===== src/rtl/chd_pkg.sv =====
// Package for the chunked transfer decoder: payload structs, phase and
// status codes, character constants and the hex digit decode function.
// No dependencies.
package chd_pkg;

    localparam int LenBits = 32;
    localparam int OutLenBits = 32;

    localparam logic [7:0] ChCr = 8'h0D;
    localparam logic [7:0] ChLf = 8'h0A;
    localparam logic [7:0] ChZero = 8'h30;
    localparam logic [7:0] ChNine = 8'h39;
    localparam logic [7:0] ChLowA = 8'h61;
    localparam logic [7:0] ChLowF = 8'h66;
    localparam logic [7:0] ChUpA = 8'h41;
    localparam logic [7:0] ChUpF = 8'h46;
    localparam logic [3:0] DigitTen = 4'd10;

    typedef logic [LenBits-1:0] len_t;

    typedef enum logic [6:0] {
        PH_SIZE     = 7'b0000001,
        PH_EXT      = 7'b0000010,
        PH_SIZE_LF  = 7'b0000100,
        PH_DATA     = 7'b0001000,
        PH_TRAIL_CR = 7'b0010000,
        PH_TRAIL_LF = 7'b0100000,
        PH_DONE     = 7'b1000000
    } phase_t;

    typedef enum logic [1:0] {
        ST_RUN  = 2'd0,
        ST_DONE = 2'd1,
        ST_ERR  = 2'd2
    } status_t;

    typedef struct packed {
        logic [7:0] data_byte;
        logic       end_of_input;
    } in_item_t;

    typedef struct packed {
        logic                  payload_valid;
        logic [7:0]            payload_byte;
        logic [1:0]            status;
        logic [OutLenBits-1:0] decoded_length;
    } out_item_t;

    typedef struct packed {
        logic       hex;
        logic [3:0] value;
    } hex_digit_t;

    function automatic hex_digit_t hex_decode(input logic [7:0] b);
        hex_digit_t r;
        r.hex = 1'b1;
        r.value = 4'd0;
        if (b inside {[ChZero:ChNine]}) begin
            r.value = 4'(b - ChZero);
        end else if (b inside {[ChLowA:ChLowF]}) begin
            r.value = 4'(b - ChLowA) + DigitTen;
        end else if (b inside {[ChUpA:ChUpF]}) begin
            r.value = 4'(b - ChUpA) + DigitTen;
        end else begin
            r.hex = 1'b0;
        end
        return r;
    endfunction

endpackage


===== src/rtl/chd_in_if.sv =====
// Input channel of the chunked transfer decoder: valid/ready and one
// encoded byte with its last-byte mark. Depends on chd_pkg.
interface chd_in_if;
    logic             valid;
    logic             ready;
    chd_pkg::in_item_t payload;

    modport source (output valid, output payload, input ready);
    modport sink (input valid, input payload, output ready);
endinterface


===== src/rtl/chd_out_if.sv =====
// Output channel of the chunked transfer decoder: valid/ready and one
// result item. Depends on chd_pkg.
interface chd_out_if;
    logic              valid;
    logic              ready;
    chd_pkg::out_item_t payload;

    modport source (output valid, output payload, input ready);
    modport sink (input valid, input payload, output ready);
endinterface


===== src/rtl/http_chunked_decoder_unit.sv =====
// HTTP chunked transfer decoder top level. Depends on chd_pkg, chd_in_if, chd_out_if.
// Results are registered: a result is presented in the cycle after its byte is accepted.
// One byte per cycle while no result stalls; phase and counters update once per byte.
// The result register frees in the cycle its request is taken downstream.
// Reset: rst_n asynchronous, active low; clears phase, counters and the
// result valid flag.
module http_chunked_decoder_unit (
    input  logic      clk,
    input  logic      rst_n,
    chd_in_if.sink    body,
    chd_out_if.source decoded
);

    chd_pkg::phase_t    phase_reg, phase_next;
    chd_pkg::len_t      acc_reg, acc_next;
    chd_pkg::len_t      left_reg, left_next;
    chd_pkg::len_t      total_reg, total_next;
    logic               out_valid_reg, out_valid_next;
    chd_pkg::out_item_t out_data_reg, out_data_next;

    logic               accept;
    logic               do_data;
    logic               do_size;
    logic               has_result;
    logic [7:0]         b;
    logic               eoi;
    chd_pkg::hex_digit_t hd;
    chd_pkg::status_t   st;
    logic               res_valid;
    logic [7:0]         res_byte;

    assign body.ready = !out_valid_reg || decoded.ready;
    assign accept = body.valid && body.ready;
    assign b = body.payload.data_byte;
    assign eoi = body.payload.end_of_input;
    assign hd = chd_pkg::hex_decode(b);

    always_comb
    begin
        phase_next = phase_reg;
        acc_next = acc_reg;
        left_next = left_reg;
        total_next = total_reg;
        do_data = 1'b0;
        do_size = 1'b0;
        st = chd_pkg::ST_RUN;
        res_valid = 1'b0;
        res_byte = 8'd0;

        case (phase_reg)
            chd_pkg::PH_DONE:
            begin
            end
            chd_pkg::PH_SIZE_LF:
            begin
                if (b == chd_pkg::ChLf) phase_next = chd_pkg::PH_DATA;
                else do_data = 1'b1;
            end
            chd_pkg::PH_DATA:
            begin
                do_data = 1'b1;
            end
            chd_pkg::PH_TRAIL_CR:
            begin
                if (b == chd_pkg::ChCr) begin
                    phase_next = chd_pkg::PH_TRAIL_LF;
                end else begin
                    phase_next = chd_pkg::PH_SIZE;
                    do_size = (b != chd_pkg::ChLf);
                end
            end
            chd_pkg::PH_TRAIL_LF:
            begin
                phase_next = chd_pkg::PH_SIZE;
                do_size = (b != chd_pkg::ChLf);
            end
            chd_pkg::PH_SIZE, chd_pkg::PH_EXT:
            begin
                do_size = 1'b1;
            end
            default:
            begin
                phase_next = chd_pkg::PH_SIZE;
                do_size = 1'b1;
            end
        endcase

        if (do_data) begin
            res_valid = 1'b1;
            res_byte = b;
            total_next = total_reg + chd_pkg::len_t'(1);
            left_next = left_reg - chd_pkg::len_t'(1);
            phase_next = (left_next == '0) ? chd_pkg::PH_TRAIL_CR : chd_pkg::PH_DATA;
        end

        if (do_size) begin
            if (b == chd_pkg::ChCr || b == chd_pkg::ChLf) begin
                if (acc_reg == '0) begin
                    st = chd_pkg::ST_DONE;
                    phase_next = chd_pkg::PH_DONE;
                end else begin
                    left_next = acc_reg;
                    acc_next = '0;
                    phase_next = (b == chd_pkg::ChCr) ? chd_pkg::PH_SIZE_LF
                                                      : chd_pkg::PH_DATA;
                end
            end else if (phase_next != chd_pkg::PH_EXT) begin
                if (hd.hex) acc_next = {acc_reg[chd_pkg::LenBits-5:0], hd.value};
                else phase_next = chd_pkg::PH_EXT;
            end
        end

        // settle the status on the last byte of the body
        if (eoi && phase_reg != chd_pkg::PH_DONE && st == chd_pkg::ST_RUN) begin
            if (phase_next == chd_pkg::PH_SIZE_LF || phase_next == chd_pkg::PH_DATA)
                st = chd_pkg::ST_ERR;
            else if ((phase_next == chd_pkg::PH_SIZE || phase_next == chd_pkg::PH_EXT)
                     && acc_next != '0)
                st = chd_pkg::ST_ERR;
            else
                st = chd_pkg::ST_DONE;
        end

        out_data_next.payload_valid = res_valid;
        out_data_next.payload_byte = res_byte;
        out_data_next.status = st;
        out_data_next.decoded_length = (st == chd_pkg::ST_DONE)
            ? chd_pkg::OutLenBits'(total_next) : '0;
        has_result = res_valid || (st != chd_pkg::ST_RUN);

        if (eoi) begin
            phase_next = chd_pkg::PH_SIZE;
            acc_next = '0;
            left_next = '0;
            total_next = '0;
        end

        if (accept && has_result) out_valid_next = 1'b1;
        else if (decoded.ready) out_valid_next = 1'b0;
        else out_valid_next = out_valid_reg;
    end

    always_ff @(posedge clk or negedge rst_n)
    begin
        if (!rst_n) begin
            phase_reg <= chd_pkg::PH_SIZE;
            acc_reg <= '0;
            left_reg <= '0;
            total_reg <= '0;
            out_valid_reg <= 1'b0;
        end else begin
            out_valid_reg <= out_valid_next;
            if (accept) begin
                phase_reg <= phase_next;
                acc_reg <= acc_next;
                left_reg <= left_next;
                total_reg <= total_next;
            end
        end
    end

    always_ff @(posedge clk)
    begin
        if (accept && has_result) out_data_reg <= out_data_next;
    end

    assign decoded.valid = out_valid_reg;
    assign decoded.payload = out_data_reg;

    // hold the input while a result waits downstream
    a_stall_blocks_input: assert property (@(posedge clk) disable iff (!rst_n)
        out_valid_reg && !decoded.ready |-> !body.ready)
        else $error("input taken while result stalled");

    a_eoi_clears: assert property (@(posedge clk) disable iff (!rst_n)
        accept && eoi |=> phase_reg == chd_pkg::PH_SIZE && acc_reg == '0
                          && left_reg == '0 && total_reg == '0)
        else $error("state not cleared after last byte");

    a_error_no_length: assert property (@(posedge clk) disable iff (!rst_n)
        out_valid_reg && out_data_reg.status != chd_pkg::ST_DONE
        |-> out_data_reg.decoded_length == '0)
        else $error("length reported without completion");

    a_result_nonempty: assert property (@(posedge clk) disable iff (!rst_n)
        out_valid_reg |-> out_data_reg.payload_valid
                          || out_data_reg.status != chd_pkg::ST_RUN)
        else $error("empty result presented");

    a_done_phase_silent: assert property (@(posedge clk) disable iff (!rst_n)
        accept && phase_reg == chd_pkg::PH_DONE |=> !out_valid_reg || $stable(out_data_reg))
        else $error("result produced after completion");

endmodule

===== src/flat_wrapper.sv =====
// flat-port wrapper written by rule: the top's interface ports become plain ports
module http_chunked_decoder_unit_flat 
  (clk, rst_n, body_valid, body_payload, body_ready, decoded_valid, decoded_payload, decoded_ready);
  chd_in_if body_i ();
  chd_out_if decoded_i ();
  input  logic clk;
  input  logic rst_n;
  input wire logic [$bits(body_i.valid)-1:0] body_valid;
  input wire logic [$bits(body_i.payload)-1:0] body_payload;
  output wire logic [$bits(body_i.ready)-1:0] body_ready;
  output wire logic [$bits(decoded_i.valid)-1:0] decoded_valid;
  output wire logic [$bits(decoded_i.payload)-1:0] decoded_payload;
  input wire logic [$bits(decoded_i.ready)-1:0] decoded_ready;
  assign body_i.valid = body_valid;
  assign body_i.payload = body_payload;
  assign body_ready = body_i.ready;
  assign decoded_valid = decoded_i.valid;
  assign decoded_payload = decoded_i.payload;
  assign decoded_i.ready = decoded_ready;
  http_chunked_decoder_unit u_core (.clk(clk), .rst_n(rst_n), .body(body_i), .decoded(decoded_i));
endmodule

===== config.mk =====
export PLATFORM = sky130hd
export DESIGN_NAME = http_chunked_decoder_unit_flat
export DESIGN_NICKNAME = d
export VERILOG_FILES = /design/src/rtl/chd_pkg.sv /design/src/rtl/chd_in_if.sv /design/src/rtl/chd_out_if.sv /design/src/rtl/http_chunked_decoder_unit.sv /design/src/flat_wrapper.sv
export SDC_FILE = /design/constraint.sdc
export NUM_CORES = 1
export LEC_CHECK = 0
export BUFFER_PORTS_ARGS = -buffer_cell sky130_fd_sc_hd__clkbuf_2
export CORE_ASPECT_RATIO = 0.7
export CORE_MARGIN = 4
export CORE_UTILIZATION = 35
export DETAILED_ROUTE_END_ITERATION = 16
export PLACE_DENSITY_LB_ADDON = 0.08
export SLEW_MARGIN = 15
export SYNTH_ARGS = -nofsm -noshare
export SYNTH_HDL_FRONTEND = slang
export SYNTH_SLANG_ARGS = --single-unit
export TNS_END_PERCENT = 20

===== constraint.sdc =====
create_clock -name clk -period 5.9 [get_ports clk]
set_input_delay 0.885 -clock clk [delete_from_list [all_inputs] [get_ports clk]]
set_output_delay 0.885 -clock clk [all_outputs]
set_load 0.01 [all_outputs]

==> results.sh <==
export IMPL_status="finished clean"
export IMPL_grt_util_met3_pct=4.21
export IMPL_yosys_area_top_type_share_pct=30.5
export IMPL_ctsHoldBuffers=0
export IMPL_vias=6980
export IMPL_rows=47
export IMPL_synth_area_per_cell_um2=9.51
export IMPL_grt_busiest_layer="met1"
export IMPL_synthFlopType="dfrtp_1"
export IMPL_start_util_pct=35.7
export IMPL_drt_iter0_drc=560
export IMPL_hold_viol_final=0
export IMPL_dp_hpwl_um=16600
export IMPL_largest_reg_flops=43
export IMPL_yosysMostFrequentCell="dfrtp_1"
export IMPL_num_antenna_cells=0
export IMPL_drt_pass1_iter_count=5
export IMPL_final_setup_tns_ps=0
export IMPL_synthSimpleGateAreaFrac_pct=21.7
export IMPL_drc=0
export IMPL_clkSinkCount=147
export IMPL_die_h_um=138
export IMPL_grt_pass1_wl_um=39300
export IMPL_synth_area_leaders="dfrtp_1 (30%), edfxtp_1 (15%), o21ai_0 (4.7%)"
export IMPL_vias_per_cell=5.58
export IMPL_relSlewSlack_pct=30.6
export IMPL_max_freq_mhz=258
export IMPL_area_growth_pct=13.9
export IMPL_fillers=2333
export IMPL_path_clk_slew_ps=60
export IMPL_ys_seq_area_share_pct=46.0
export IMPL_cp_max_fo=17
export IMPL_cts_max_level=4
export IMPL_ctsResizeCount=0
export IMPL_synth_common_cells="dfrtp_1 (103), o21ai_0 (79), nand2_1 (64), nor2_1 (64), a21oi_1 (49)"
export IMPL_maxSlewViolCount=0
export IMPL_grtUsageMet2_pct=22.4
export IMPL_grt_pass1_vias=6482
export IMPL_mappedNetlistArea_um2=8460
export IMPL_synth_compound_area_share_pct=20.3
export IMPL_final_setup_viol_count=0
export IMPL_syn_nets=910
export IMPL_holdWs_ps=507
export IMPL_die_w_um=194
export IMPL_coreArea_um2=23700
export IMPL_antenna_found_initial=0
export IMPL_wl_per_cell_um=19.3
export IMPL_die_area_um2=26800
export IMPL_timing_worst_setup_path_type="flip-flop to flip-flop"
export IMPL_use_met1_pct=31.3
export IMPL_clock_skew_final_ps=8.71
export IMPL_synth_adder_area_share_pct=1.04
export IMPL_synth_cells=890
export IMPL_fin_util_pct=40.7
export IMPL_peakVddDrop_mv=0.230
export IMPL_crit_required_ps=6080
export IMPL_cts_buffers=17
export IMPL_final_nets=940
export IMPL_synth_seq_cells=147
export IMPL_cts_max_path_buffers=2
export IMPL_drive_gt1_share_pct=17.3
export IMPL_ios=58
export IMPL_antenna_left=0
export IMPL_routed_wl_um=24100
export IMPL_fin_crit_ps=3880
export IMPL_synth_top_family_by_area="simple AND/OR/NAND/NOR gates"
export IMPL_fin_crit_sh_pct=65.7
export IMPL_grt_ovfl_total=0
export IMPL_cp_start_kind="flip-flop"
export IMPL_yosysWarnings=0
export IMPL_worstMarginPinSlew_ps=1040
export IMPL_cts_tree="yes"
export IMPL_synth_top_cell_by_area="dfrtp_1"
export IMPL_synth_xor_xnor_area_share_pct=4.14
export IMPL_drv_cap=0
export IMPL_rsz0062_at_grt="false"
export IMPL_p_total_mw=2.52
export IMPL_p_per_area_nw_per_um2=262
export IMPL_hold_class="flip-flop to flip-flop"
export IMPL_crit_path_end_kind="flip-flop"
export IMPL_synth_edff_count=43
export IMPL_port_buffers=57
export IMPL_cts_setup_buffers=0
export IMPL_synth_distinct_cells=79
export IMPL_grt_start_max_net_pins=85
export IMPL_synthMuxAreaShare_pct=2.48
export IMPL_async_flop_share_pct=70.7
export IMPL_track_usage_pct=18.2
export IMPL_place_congestion=0.830
export IMPL_clock_latency_ps=430
export IMPL_cp_arrival_ps=4060
export IMPL_leakage_nw=3.91
export IMPL_cts_root_buf="clkbuf_16"
[area by class of cell]
cell class,instances,area (um2),area share (%)
Multi-Input combinational cell,661,4230,43.9
Sequential cell,147,3890,40.4
Clock buffer,17,425,4.42
Tap cell,318,398,4.13
Timing Repair Buffer,70,393,4.08
Clock inverter,15,211,2.19
Inverter,23,86.3,0.896
[through the flow]
| step | std cells | worst slack [ps] | cell area (um2) |
|---|---|---|---|
| final | 1251 | 2020 | 9630 |
| after global routing | 1251 | 1800 | 9630 |
| after CTS | 1250 | 2010 | 9620 |
| after detailed placement | 1218 | 1810 | 8980 |
| after global placement | 1218 | 1820 | 8980 |
| after floorplan | 890 | 1230 | 8460 |
[worst paths after layout]
path / depth (start not counted) / slack [ps] / from / end
worst min register to register: 1 / 510 / u_core.decoded.valid / u_core.decoded.valid
worst max-delay path: 11 / 2020 / u_core.left_reg[0] / u_core.decoded.payload[4]
worst max register to register: 11 / 2020 / u_core.left_reg[0] / u_core.decoded.payload[4]
worst min-delay path: 1 / 510 / u_core.decoded.valid / u_core.decoded.valid
max in group asynchronous: 2 / 4290 / rst_n / u_core.left_reg[10]
min in group asynchronous: 1 / 560 / rst_n / u_core.acc_reg[27]
[cell usage in the layout, fill, tap and decap left out, types with 4 or more instances in the layout]
master     netlist  layout
nor4b_1          6       6
or4_1            6       6
nand4b_1         4       4
o21a_1           5       5
nor3_1          39      39
and2_1          13      13
dfrtp_1        103     103
a22oi_1         14      14
mux2i_1         21      21
a211oi_1         6       6
a32oi_1          4       4
o2bb2ai_1        4       4
nand3_1         15      15
a31oi_1          7       6
nor2b_1          9       9
and3_1           6       6
nor2_2          29      29
clkbuf_2         0      56
a2bb2oi_1        4       4
nor2_1          64      64
o2111ai_1        4       4
nand2_1         64      63
nand2b_1         4       4
buf_4            0      13
o21ai_1         14      13
bufinv_16        0       5
clkbuf_16        0      17
nor4_1          22      22
o22ai_1         12      12
xnor2_1         23      23
o21ai_0         79      79
or3_1            6       6
a21oi_1         49      49
ha_1             7       7
nand4_1         14      14
xor2_1          17      17
inv_1           22      22
edfxtp_1        43      43
a22o_1          36      36
[cells by family (layout without fill, tap and decap cells)]
| kind of cell | after synthesis | in the layout |
|---|---|---|
| AOI/OAI and AO/OA | 263 | 263 |
| xor gates and xnor gates | 40 | 40 |
| adders and majority gates | 7 | 7 |
| buffers and inverters | 82 | 125 |
| DFF | 147 | 147 |
| muxes | 21 | 21 |
| and+or+nand+nor | 330 | 330 |
[worst max-delay path, stage by stage (launching register included)]
cell and delay [ps]:
dfrtp_1 440, inv_1 120, ha_1 250, or3b_1 540, nor3_1 340, nor3b_1 100
a21oi_1 150, a2bb2oi_1 380, o21ai_4 120, a31oi_4 660, buf_4 420, nor2_2 70
[power breakdown]
part           switching (mW)  internal, mW
combinational           0.149        0.0687
sequential             0.0275          1.08
clock                   0.450         0.748
total                   0.627          1.89
[routing by layer]
layer  up-vias  wire length, um
met3        12             1470
met2       203             8960
met4         0              202
met5         -                0
met1      3409            13500
li1       3356                -
(Power assumes the default switching activity.)
